**src/rtl/nsem_pkg.sv**
```systemverilog
// Types and defaults shared by the semaphore table files.
package nsem_pkg;
	localparam int DefNumSems   = 16;
	localparam int DefQueueDepth = 16;

	typedef enum logic [1:0] {
		REQ_OPEN  = 2'd0,
		REQ_CLOSE = 2'd1,
		REQ_WAIT  = 2'd2,
		REQ_POST  = 2'd3
	} req_type_t;

	typedef enum logic [2:0] {
		ST_OK      = 3'd0,
		ST_INVALID = 3'd1,
		ST_FULL    = 3'd2,
		ST_BLOCKED = 3'd3,
		ST_QFULL   = 3'd4
	} status_t;
endpackage

```
**src/rtl/nsem_if.sv**
```systemverilog
// Request and response channel interfaces of the semaphore table.
interface nsem_req_if;
	logic                valid;
	logic                ready;
	nsem_pkg::req_type_t req_type;
	logic [63:0]         name_key;
	logic [7:0]          init_count;
	logic [3:0]          sem_id;
	logic [7:0]          pid;
	modport source (output valid, req_type, name_key, init_count, sem_id, pid,
		input ready);
	modport sink (input valid, req_type, name_key, init_count, sem_id, pid,
		output ready);
endinterface

interface nsem_rsp_if;
	logic              valid;
	logic              ready;
	nsem_pkg::status_t status;
	logic [3:0]        slot_out;
	logic              wake_valid;
	logic [7:0]        wake_pid;
	modport source (output valid, status, slot_out, wake_valid, wake_pid, input ready);
	modport sink (input valid, status, slot_out, wake_valid, wake_pid, output ready);
endinterface

```
**src/rtl/named_counting_semaphore_table.sv**
```systemverilog
// Top level of the named counting semaphore table.
// Channel | Dir | Carries
// req     | in  | req_type, name_key, init_count, sem_id, pid
// rsp     | out | status, slot_out, wake_valid, wake_pid
// Open scans the name memory for the key, then bumps the link count of a hit or claims a free slot.
// Close, wait and post read and then write the slot memory; a waking post also reads the waiter queue.
// A request with a bad or unused id skips to the result; each transaction ends in the idle state.
// Reset clears the slot used bits; no clearing pass is needed.
// The result register holds one transaction; a stalled response delays only the next result.
module named_counting_semaphore_table #(
	parameter int NUM_SEMS    = nsem_pkg::DefNumSems,
	parameter int QUEUE_DEPTH = nsem_pkg::DefQueueDepth
) (
	input logic clk,
	input logic arst_n,
	nsem_req_if.sink req,
	nsem_rsp_if.source rsp
);
	import nsem_pkg::*;

	localparam int SW = $clog2(NUM_SEMS);
	localparam int HW = (QUEUE_DEPTH > 1) ? $clog2(QUEUE_DEPTH) : 1;
	localparam int FW = $clog2(QUEUE_DEPTH + 1);
	localparam int AW = $clog2(NUM_SEMS * QUEUE_DEPTH);

	typedef struct packed {
		logic [7:0]    cnt;
		logic [7:0]    lnk;
		logic [HW-1:0] head;
		logic [FW-1:0] fill;
	} meta_t;

	typedef enum logic [5:0] {
		S_IDLE    = 6'b000001,
		S_SCAN    = 6'b000010,
		S_META_RD = 6'b000100,
		S_EXEC    = 6'b001000,
		S_WAKE    = 6'b010000,
		S_DONE    = 6'b100000
	} state_t;

	state_t state_q;

	logic [NUM_SEMS-1:0] used_q;
	logic [63:0] name_mem [NUM_SEMS];
	meta_t       meta_mem [NUM_SEMS];
	logic [7:0]  waiter_mem [NUM_SEMS * QUEUE_DEPTH];

	req_type_t   req_q;
	logic [63:0] key_q;
	logic [7:0]  init_q;
	logic [7:0]  pid_q;
	logic [SW-1:0] tgt_q;
	logic [SW:0]   scan_q;
	logic          cmp_vld_s1;
	logic [SW-1:0] cmp_idx_s1;
	logic [63:0]   name_rd_q;
	logic          free_found_q;
	logic [SW-1:0] free_idx_q;
	meta_t         meta_rd_q;
	logic [7:0]    waiter_rd_q;

	status_t    res_status_q;
	logic [3:0] res_slot_q;
	logic       res_wake_q;
	logic [7:0] res_pid_q;

	logic       out_valid_q;
	status_t    out_status_q;
	logic [3:0] out_slot_q;
	logic       out_wake_q;
	logic [7:0] out_pid_q;

	logic          accept;
	logic [8:0]    id_ext;
	logic          id_ok;
	logic [SW-1:0] id_idx;
	logic          hit;
	logic [8:0]    tgt_ext;
	logic [8:0]    free_ext;

	meta_t         meta_wd;
	logic          meta_we;
	logic          waiter_we;
	logic [AW-1:0] waddr;
	logic [FW:0]   qsum;
	logic [HW-1:0] qpos;
	logic [HW:0]   hinc;
	logic [HW-1:0] hnext;
	status_t       exec_status;
	logic          exec_wake;
	logic          exec_free;

	assign accept   = req.valid && req.ready;
	assign req.ready = (state_q == S_IDLE);
	assign id_ext   = 9'(req.sem_id);
	assign id_ok    = (id_ext < 9'(NUM_SEMS));
	assign id_idx   = id_ext[SW-1:0];
	assign hit      = cmp_vld_s1 && used_q[cmp_idx_s1] && (name_rd_q == key_q);
	assign tgt_ext  = 9'(tgt_q);
	assign free_ext = 9'(free_idx_q);

	assign qsum  = (FW+1)'(meta_rd_q.head) + (FW+1)'(meta_rd_q.fill);
	assign qpos  = (qsum >= (FW+1)'(QUEUE_DEPTH)) ? HW'(qsum - (FW+1)'(QUEUE_DEPTH))
		: HW'(qsum);
	assign hinc  = (HW+1)'(meta_rd_q.head) + (HW+1)'(1);
	assign hnext = (hinc == (HW+1)'(QUEUE_DEPTH)) ? '0 : HW'(hinc);
	assign waddr = AW'(AW'(tgt_q) * AW'(QUEUE_DEPTH))
		+ AW'((req_q == REQ_WAIT) ? qpos : meta_rd_q.head);

	always_comb begin
		meta_wd     = meta_rd_q;
		meta_we     = 1'b0;
		waiter_we   = 1'b0;
		exec_status = ST_OK;
		exec_wake   = 1'b0;
		exec_free   = 1'b0;
		if (state_q == S_EXEC) begin
			meta_we = 1'b1;
			case (req_q)
				REQ_OPEN: begin
					if (meta_rd_q.lnk != 8'hFF) meta_wd.lnk = meta_rd_q.lnk + 8'd1;
				end
				REQ_CLOSE: begin
					if (meta_rd_q.lnk <= 8'd1) begin
						exec_free    = 1'b1;
						meta_wd.lnk  = 8'd0;
						meta_wd.head = '0;
						meta_wd.fill = '0;
					end else begin
						meta_wd.lnk = meta_rd_q.lnk - 8'd1;
					end
				end
				REQ_WAIT: begin
					if (meta_rd_q.cnt != 8'd0) begin
						meta_wd.cnt = meta_rd_q.cnt - 8'd1;
					end else if (meta_rd_q.fill >= FW'(QUEUE_DEPTH)) begin
						exec_status = ST_QFULL;
					end else begin
						waiter_we    = 1'b1;
						meta_wd.fill = meta_rd_q.fill + FW'(1);
						exec_status  = ST_BLOCKED;
					end
				end
				default: begin
					if (meta_rd_q.cnt != 8'hFF) meta_wd.cnt = meta_rd_q.cnt + 8'd1;
					if (meta_rd_q.fill != '0) begin
						exec_wake    = 1'b1;
						meta_wd.head = hnext;
						meta_wd.fill = meta_rd_q.fill - FW'(1);
					end
				end
			endcase
		end
	end

	always_ff @(posedge clk) begin
		if (state_q == S_SCAN && !scan_q[SW] && scan_q < (SW+1)'(NUM_SEMS)) begin
			name_rd_q <= name_mem[scan_q[SW-1:0]];
		end
		if (state_q == S_SCAN && !hit && !(cmp_vld_s1 || scan_q < (SW+1)'(NUM_SEMS))
			&& free_found_q) begin
			name_mem[free_idx_q] <= key_q;
			meta_mem[free_idx_q] <= '{cnt: init_q, lnk: 8'd1, head: '0, fill: '0};
		end
		if (state_q == S_META_RD) meta_rd_q <= meta_mem[tgt_q];
		if (meta_we) meta_mem[tgt_q] <= meta_wd;
		if (waiter_we) waiter_mem[waddr] <= pid_q;
		if (state_q == S_EXEC) waiter_rd_q <= waiter_mem[waddr];
	end

	always_ff @(posedge clk) begin
		if (accept) begin
			req_q  <= req.req_type;
			key_q  <= req.name_key;
			init_q <= req.init_count;
			pid_q  <= req.pid;
			tgt_q  <= id_idx;
			res_status_q <= (req.req_type == REQ_OPEN || (id_ok && used_q[id_idx]))
				? ST_OK : ST_INVALID;
			res_slot_q   <= '0;
			res_wake_q   <= 1'b0;
			res_pid_q    <= '0;
		end
		if (state_q == S_SCAN) begin
			if (cmp_vld_s1 && !used_q[cmp_idx_s1] && !free_found_q) begin
				free_idx_q <= cmp_idx_s1;
			end
			if (scan_q < (SW+1)'(NUM_SEMS)) cmp_idx_s1 <= scan_q[SW-1:0];
			if (hit) begin
				tgt_q <= cmp_idx_s1;
			end else if (!(cmp_vld_s1 || scan_q < (SW+1)'(NUM_SEMS))) begin
				if (free_found_q) res_slot_q <= free_ext[3:0];
				else res_status_q <= ST_FULL;
			end
		end
		if (state_q == S_EXEC) begin
			res_status_q <= exec_status;
			if (req_q == REQ_OPEN) res_slot_q <= tgt_ext[3:0];
		end
		if (state_q == S_WAKE) begin
			res_wake_q <= 1'b1;
			res_pid_q  <= waiter_rd_q;
		end
		if (state_q == S_DONE && (!out_valid_q || rsp.ready)) begin
			out_status_q <= res_status_q;
			out_slot_q   <= res_slot_q;
			out_wake_q   <= res_wake_q;
			out_pid_q    <= res_pid_q;
		end
	end

	always_ff @(posedge clk or negedge arst_n) begin
		if (!arst_n) begin
			state_q      <= S_IDLE;
			used_q       <= '0;
			scan_q       <= '0;
			cmp_vld_s1   <= 1'b0;
			free_found_q <= 1'b0;
			out_valid_q  <= 1'b0;
		end else begin
			if (state_q == S_DONE && (!out_valid_q || rsp.ready)) out_valid_q <= 1'b1;
			else if (out_valid_q && rsp.ready) out_valid_q <= 1'b0;
			case (state_q)
				S_IDLE: begin
					if (accept) begin
						scan_q       <= '0;
						cmp_vld_s1   <= 1'b0;
						free_found_q <= 1'b0;
						if (req.req_type == REQ_OPEN) state_q <= S_SCAN;
						else if (id_ok && used_q[id_idx]) state_q <= S_META_RD;
						else state_q <= S_DONE;
					end
				end
				S_SCAN: begin
					if (cmp_vld_s1 && !used_q[cmp_idx_s1]) free_found_q <= 1'b1;
					if (scan_q < (SW+1)'(NUM_SEMS)) begin
						cmp_vld_s1 <= 1'b1;
						scan_q     <= scan_q + (SW+1)'(1);
					end else begin
						cmp_vld_s1 <= 1'b0;
					end
					if (hit) begin
						state_q <= S_META_RD;
					end else if (!(cmp_vld_s1 || scan_q < (SW+1)'(NUM_SEMS))) begin
						if (free_found_q) used_q[free_idx_q] <= 1'b1;
						state_q <= S_DONE;
					end
				end
				S_META_RD: state_q <= S_EXEC;
				S_EXEC: begin
					if (exec_free) used_q[tgt_q] <= 1'b0;
					state_q <= exec_wake ? S_WAKE : S_DONE;
				end
				S_WAKE: state_q <= S_DONE;
				S_DONE: begin
					if (!out_valid_q || rsp.ready) state_q <= S_IDLE;
				end
				default: state_q <= S_IDLE;
			endcase
		end
	end

	assign rsp.valid      = out_valid_q;
	assign rsp.status     = out_status_q;
	assign rsp.slot_out   = out_slot_q;
	assign rsp.wake_valid = out_wake_q;
	assign rsp.wake_pid   = out_pid_q;
endmodule

```
**src/flat_wrapper.sv**
```systemverilog
// flat-port wrapper written by rule: the top's interface ports become plain ports
module named_counting_semaphore_table_flat import nsem_pkg::*;
#(
	parameter int NUM_SEMS    = nsem_pkg::DefNumSems,
	parameter int QUEUE_DEPTH = nsem_pkg::DefQueueDepth
)
  (clk, arst_n, req_valid, req_req_type, req_name_key, req_init_count, req_sem_id, req_pid, req_ready, rsp_valid, rsp_status, rsp_slot_out, rsp_wake_valid, rsp_wake_pid, rsp_ready);
  nsem_req_if req_i ();
  nsem_rsp_if rsp_i ();
  input logic clk;
  input logic arst_n;
  input wire logic [$bits(req_i.valid)-1:0] req_valid;
  input wire logic [$bits(req_i.req_type)-1:0] req_req_type;
  input wire logic [$bits(req_i.name_key)-1:0] req_name_key;
  input wire logic [$bits(req_i.init_count)-1:0] req_init_count;
  input wire logic [$bits(req_i.sem_id)-1:0] req_sem_id;
  input wire logic [$bits(req_i.pid)-1:0] req_pid;
  output wire logic [$bits(req_i.ready)-1:0] req_ready;
  output wire logic [$bits(rsp_i.valid)-1:0] rsp_valid;
  output wire logic [$bits(rsp_i.status)-1:0] rsp_status;
  output wire logic [$bits(rsp_i.slot_out)-1:0] rsp_slot_out;
  output wire logic [$bits(rsp_i.wake_valid)-1:0] rsp_wake_valid;
  output wire logic [$bits(rsp_i.wake_pid)-1:0] rsp_wake_pid;
  input wire logic [$bits(rsp_i.ready)-1:0] rsp_ready;
  assign req_i.valid = req_valid;
  assign req_i.req_type = req_req_type;
  assign req_i.name_key = req_name_key;
  assign req_i.init_count = req_init_count;
  assign req_i.sem_id = req_sem_id;
  assign req_i.pid = req_pid;
  assign req_ready = req_i.ready;
  assign rsp_valid = rsp_i.valid;
  assign rsp_status = rsp_i.status;
  assign rsp_slot_out = rsp_i.slot_out;
  assign rsp_wake_valid = rsp_i.wake_valid;
  assign rsp_wake_pid = rsp_i.wake_pid;
  assign rsp_i.ready = rsp_ready;
  named_counting_semaphore_table #(.NUM_SEMS(NUM_SEMS), .QUEUE_DEPTH(QUEUE_DEPTH)) u_core (.clk(clk), .arst_n(arst_n), .req(req_i), .rsp(rsp_i));
endmodule
```
**config.mk**
```make
export PLATFORM = sky130hd
export DESIGN_NAME = named_counting_semaphore_table_flat
export DESIGN_NICKNAME = d
export VERILOG_FILES = /design/src/rtl/nsem_pkg.sv /design/src/rtl/nsem_if.sv /design/src/rtl/named_counting_semaphore_table.sv /design/src/flat_wrapper.sv
export SDC_FILE = /design/constraint.sdc
export NUM_CORES = 2
export LEC_CHECK = 0
export BUFFER_PORTS_ARGS = -buffer_cell sky130_fd_sc_hd__buf_2
export CORE_ASPECT_RATIO = 1.75
export CORE_MARGIN = 3
export CORE_UTILIZATION = 60
export DETAILED_ROUTE_END_ITERATION = 7
export PLACE_DENSITY = 0.76
export SYNTH_ARGS = -nofsm -noshare
export SYNTH_HDL_FRONTEND = slang
export SYNTH_SLANG_ARGS = --single-unit
```
**constraint.sdc**
```tcl
create_clock -name clk -period 7.7 [get_ports clk]
set_input_delay 1.155 -clock clk [delete_from_list [all_inputs] [get_ports clk]]
set_output_delay 1.155 -clock clk [all_outputs]
set_load 0.03 [all_outputs]
```
# Word level (Yosys, flattened, before mapping)
# Memory sizes are Yosys's and may differ from the RTL's. A register that Yosys moved wholly into a read port is not among the register bits.
# Index checks and enable logic that the tools add are counted.
dict set report totals {
  mem_count 3
  input_bits 90
  ram_bits 3472
  regBits 156
  word_cells 202
}
# name words word_bits rd rd_clocked_by_memory_dff write_ports line_no
set mem_list {}
lappend mem_list {u_core.waiter_mem 256 8 1 1 1 named_counting_semaphore_table.sv:47} ;# logic [7:0] waiter_mem [NUM_SEMS * QUEUE_DEPTH];
lappend mem_list {u_core.name_mem 16 64 1 1 1 named_counting_semaphore_table.sv:45} ;# logic [63:0] name_mem [NUM_SEMS];
lappend mem_list {u_core.meta_mem 16 25 1 1 1 named_counting_semaphore_table.sv:46} ;# meta_t meta_mem [NUM_SEMS];
dict set report classes {
  n_reduce_logical 43
  n_bitwise 3
  addsub 11
  mux 89
  order_cmp 11
  eq_ne 21
}
# operator count
set op_table {}
lappend op_table {{64-bit equality test} 1}
lappend op_table {{16-bit two-way mux} 4}
lappend op_table {{4-bit two-way mux} 14}
lappend op_table {{25-bit two-way mux} 2}
lappend op_table {{8-bit two-way mux} 6}
lappend op_table {{6-bit two-way mux} 7}
lappend op_table {{6-bit case mux with 6 select lines} 1}
lappend op_table {{16-bit case mux with 2 select lines} 1}
lappend op_table {{8-bit case mux with 2 select lines} 2}
lappend op_table {{1-bit two-way mux} 28}
lappend op_table {{3-bit two-way mux} 9}
lappend op_table {{4-bit by 5-bit less-than comparator with 1-bit output (second input constant)} 5}
lappend op_table {{25-bit OR reduction} 1}
lappend op_table {{5-bit two-way mux} 4}
lappend op_table {{9-bit two-way mux} 2}
lappend op_table {{8-bit by 1-bit adder with 8-bit output (second input constant)} 2}
lappend op_table {{16-bit AND} 1}
lappend op_table {{8-bit != test (second input constant)} 2}
lappend op_table {{16-bit inverter} 1}
lappend op_table {{16-bit OR} 1}
lappend op_table {{8-bit by 1-bit subtractor with 8-bit output (second input constant)} 2}
lappend op_table {{1-bit logical AND} 15}
lappend op_table {{5-bit case mux with 3 select lines} 1}
lappend op_table {{2-bit != test (second input constant)} 6}
lappend op_table {{38 further kinds} 60}

# Longest topological paths before layout
dict set report depth {
  depth_word 11
  mapped_depth 14
}

# Worst setup path before layout
# OpenSTA, ideal clock, no wires.
dict set report synth_timing {
  path_kind {register to register}
  from {register u_core.state_q[2]}
  to {register u_core.used_q[0]}
  setup_time_ns 0.082
  stages_incl_launch_ff 8
  required_ns 7.618
  path_buffers 0
  synth_period_minus_slack_ns 6.751
  path_slack_ns 0.949
  arrival_time_ns 6.669
  cell_sequence {dfrtp_1 -> nor4_1 -> nand3b_1 -> nor2_1 -> nand2_1 -> or3_1 -> nor3_1 -> o32a_1}
}
dict set report synth_between {
  elab_chain_len 4
  word_cells_on_any_way 10
  cone_classes {6 x eq/ne; 2 x mux; 2 x reduce/logical}
}
# item line_no
set synth_lines {}
lappend synth_lines {{start, declared} named_counting_semaphore_table.sv:42} ;# state_t state_q;
lappend synth_lines {{start signal, assigned} named_counting_semaphore_table.sv:253} ;# state_q <= exec_wake ? S_WAKE : S_DONE;
lappend synth_lines {{6-bit by 4-bit equality test with 1-bit output} {named_counting_semaphore_table.sv:118, named_counting_semaphore_table.sv:224}}
lappend synth_lines {{1-bit two-way mux} named_counting_semaphore_table.sv:118} ;# if (state_q == S_EXEC) begin
lappend synth_lines {{2-bit by 1-bit != test with 1-bit output (no line)} n/a}
lappend synth_lines {{5-bit AND reduction (no line)} n/a}
lappend synth_lines {{end signal, assigned} named_counting_semaphore_table.sv:216} ;# used_q <= '0;
lappend synth_lines {{end signal, assigned by index} named_counting_semaphore_table.sv:246} ;# if (free_found_q) used_q[free_idx_q] <= 1'b1;
lappend synth_lines {{end signal, assigned by index} named_counting_semaphore_table.sv:252} ;# if (exec_free) used_q[tgt_q] <= 1'b0;
lappend synth_lines {{end, declared} named_counting_semaphore_table.sv:44} ;# logic [NUM_SEMS-1:0] used_q;
# Parallel ways exist; a longest one is shown, timed or not.
# A chain may end at the register's enable or synchronous reset.

# Final worst setup path
dict set report layout_timing {
  from {register, netlist name u_core.meta_rd_q[17]}
  to {memory u_core.waiter_mem[224][4] (enable)}
}
dict set report layout_between {
  elab_chain_len 6
}
# item line_no
set layout_lines {}
lappend layout_lines {{8-bit nonzero test} named_counting_semaphore_table.sv:135} ;# if (meta_rd_q.cnt != 8'd0) begin
lappend layout_lines {{1-bit two-way mux} named_counting_semaphore_table.sv:135}
lappend layout_lines {{1-bit two-way mux} named_counting_semaphore_table.sv:120} ;# case (req_q)
lappend layout_lines {{1-bit two-way mux} named_counting_semaphore_table.sv:118}
lappend layout_lines {{1-bit two-way mux} named_counting_semaphore_table.sv:168} ;# if (waiter_we) waiter_mem[waddr] <= pid_q;
lappend layout_lines {{1-bit two-way mux (implied by the code)} named_counting_semaphore_table.sv:168}
lappend layout_lines {{end, declared} named_counting_semaphore_table.sv:47}
# No other way between the ends.

==> flow_metrics.env <==
export IMPL_nets=7582
export IMPL_slew_headroom_pct=0.5843
export IMPL_routed_wl_microns=363900
export IMPL_placed_cell_area_sq_mm=0.1453
export IMPL_critPathArrivalTime_ps=6100
export IMPL_irDropWorstVdd_mv=0.2259
export IMPL_cts_tree="built"
export IMPL_ys_warn_count=0
export IMPL_critPathLaunchType="flip-flop"
export IMPL_synth_main_ff_cell="edfxtp_1"
export IMPL_worst_pin_slew_ps=1491
export IMPL_numCtsBuffers=319
export IMPL_rows=235
export IMPL_path_clk_slew_ps=70
export IMPL_worst_slack_ps=2081
export IMPL_port_buffers=107
export IMPL_holdBufCountCts=0
export IMPL_post_cts_buffers=0
export IMPL_async_reset_ff_share_pct=0.8054
export IMPL_path_max_fanout=16
export IMPL_skew_ps=56.00
export IMPL_swShare_pct=24.84
export IMPL_cpPeakStageDelay_ps=1140
export IMPL_core_area_sq_mm=0.2340
export IMPL_path_class="flip-flop to flip-flop"
export IMPL_antenna_found_initial=22
export IMPL_num_vias=75600
export IMPL_cts_htree_levels=5
export IMPL_clk_path_buf_depth=4
export IMPL_hold_viol_final=0
export IMPL_rsz0062_at_grt="false"
export IMPL_clock_sinks=3725
export IMPL_dieHeight_microns=647.8
export IMPL_p_per_area_mw_per_mm2=290.2
export IMPL_syn_nets=7492
export IMPL_required_ps=8180
export IMPL_power_frac_seq_pct=53.0
export IMPL_grt_overflow=0
export IMPL_setup_worst_path_end_class="flip-flop"
export IMPL_cts_resized=0
export IMPL_fmax_mhz=178.0
export IMPL_detail_route_antenna_nets=0
export IMPL_post_drt_wl_per_cell_microns=33.66
export IMPL_holdCritPathClass="input pin to async pin"
export IMPL_yosys_cell_types_count=79
export IMPL_io_pins=108
export IMPL_p_leak_nw=47.02
export IMPL_r2r_cells=10
export IMPL_min_period_ps=5619
export IMPL_synth_edf_count=3683
export IMPL_drc=0
export IMPL_die_w_microns=372.7
export IMPL_layout_commonest_cell="edfxtp_1"
export IMPL_status="finished, final reports clean"
export IMPL_fin_tns_setup_ps=0
export IMPL_via_per_inst=6.994
export IMPL_syn_inst=7388
export IMPL_drive_gt1_share_pct=15.78
export IMPL_seq_area_frac_synth_pct=79.01
export IMPL_dr_pass1_iters=7
export IMPL_internal_power_mw=33.87
export IMPL_die_area_sq_mm=0.2415
export IMPL_final_cell_mix="edfxtp_1, a22oi_1, mux4_2"
export IMPL_grt_pass1_wl_microns=523800
export IMPL_gp_congestion=0.9139
export IMPL_yosysTopAreaCell="edfxtp_1"
export IMPL_syn_mean_instance_area_sq_um=19.12
export IMPL_finalSetupViolations=0
export IMPL_track_usage_pct=29.86
export IMPL_postLayoutCoreUtil_pct=66.35
export IMPL_path_common_cell="nand2_1"
export IMPL_hpwlAfterDp_microns=205400
export IMPL_period_share_pct=72.97
export IMPL_grt_pass1_vias=75590
export IMPL_crit_slowest_cell="nor2_1"
export IMPL_netlist_area_sq_mm=0.1412
export IMPL_yosys_register_bits=3725
export IMPL_crit_chain="inv_1, ha_1, nand2_1, or3_1, or3_1, nor3_2, nand2_1, nor2_1, nand2_1, nor2_1"
export IMPL_root_buffer="clkbuf_16"
export IMPL_place_ws_ps=2144
export IMPL_synth_area_leaders="edfxtp_1, mux4_2, a22oi_1, nand3_1, nor2_1"
export IMPL_power_switching_mw=11.19
export IMPL_p_comb_share_pct=12.2
export IMPL_grt_start_max_net_pins=187
export IMPL_clk_latency_ps=890
export IMPL_areaGrowthSynthToFinish_pct=9.956
export IMPL_final_area_sq_mm=0.1553
export IMPL_pwr_share_clk_pct=34.8
export IMPL_max_cap_violations=0
export IMPL_drtIter0Drc=10380
export IMPL_initial_core_util_pct=60.34
export IMPL_slew_viol_final=0
export IMPL_yosysTopAreaCellShare_pct=78.31
==> layer usage <==
layer	up-vias	wire length, microns	track usage [%]
li1	30930	-	-
met2	4867	187400	51.45
met5	-	65	0
met1	38710	118300	35.54
met3	1081	31850	4.890
met4	10	26230	18.04
==> metrics by stage <==
stage	cells	hold WS [ps]	power [mW]
after floorplan	7388	400.3	27.59
after global placement	10240	417.9	29.59
after detailed placement	10240	406.8	29.73
after CTS	10790	299.7	45.17
after global routing	10800	366.6	46.24
final	10810	333.2	45.07
==> critical path: cells and delay by family, from the launching register on <==
family | cells | cell delay (ps)
buf+inv | 1 | 130
flops | 1 | 440
simple gates | 8 | 4440
fa+ha+maj | 1 | 190
==> power groups by stage <==
stage	registers [mW]	logic, mW	clock network, mW
6_report	23.9	5.49	15.7
3_3_place_gp	24.3	5.32	0
2_1_floorplan	24.3	3.25	0
4_1_cts	23.9	5.47	15.8
5_1_grt	23.9	5.72	16.6
3_5_place_dp	24.3	5.43	0
==> area by class of cell <==
cell class                 count  area (sq um)
sequential                  3725        111600
fill                       14810         78770
multi-input combinational   3161         27740
clock buffer                 380          8392
tap                         3081          3855
timing repair buffer         255          2009
clock inverter               175          1574
inverter                      16         65.06
antenna                       16         40.04
==> logic make-up after synthesis <==
| kind of cell | Yosys count | synth area share, % |
|---|---|---|
| simple gates | 1198 | 4.113 |
| xor+xnor | 75 | 0.4651 |
| mux | 470 | 7.360 |
| compound gates | 1404 | 7.328 |
| flops | 3725 | 79.01 |
| buf+inv | 502 | 1.590 |
| fa+ha+maj | 14 | 0.1294 |
==> registers in the layout, indices dropped and copies added, names as in the netlist, 16 cells and up <==
signal	cells
u_core.meta_rd_q	25
u_core.name_rd_q	64
u_core.used_q	16
u_core.key_q	64
u_core.name_mem	1024
u_core.meta_mem	400
u_core.waiter_mem	2048
==> path summary, 6_finish.rpt <==
kind	start	end	slack [ps]
max	u_core.meta_rd_q[17]$_DFFE_PN_	u_core.waiter_mem[224][4]$_DFFE_PP_	2080
min	arst_n	u_core.cmp_vld_s1$_DFFE_PN0P_	330
max reg2reg	u_core.meta_rd_q[17]$_DFFE_PN_	u_core.waiter_mem[224][4]$_DFFE_PP_	2080
min reg2reg	u_core.res_pid_q[0]$_SDFFCE_PN0P_	u_core.rsp.wake_pid[0]$_DFFE_PP_	420
max in group asynchronous	arst_n	u_core.scan_q[1]$_DFFE_PN0P_	6790
min in group clk	u_core.res_pid_q[0]$_SDFFCE_PN0P_	u_core.rsp.wake_pid[0]$_DFFE_PP_	420
==> cells in the mapped netlist (9+ instances only) <==
cell type and number:
a31oi_1 88, buf_1 65, mux4_2 454, nand2b_1 12, inv_1 15, a221oi_1 9
ha_1 13, dfrtp_1 29, and2_1 18, nor4_1 10, mux2i_1 9, nor2b_1 13
nor3_1 28, nand3_1 442, xor2_1 24, a41oi_1 11, and3_1 90, a22oi_1 1027
o31ai_1 12, clkbuf_1 210, dfxtp_1 12, nand4_1 57, a41o_1 9, a311oi_1 74
nor2_1 368, a211oi_1 18, edfxtp_1 3683, a22o_1 9, o21ai_0 33, buf_4 29
xnor2_1 51, nand2_1 109, a21oi_1 67, o22ai_1 9, buf_2 178
No activity file was read; power rests on OpenSTA's default activity.
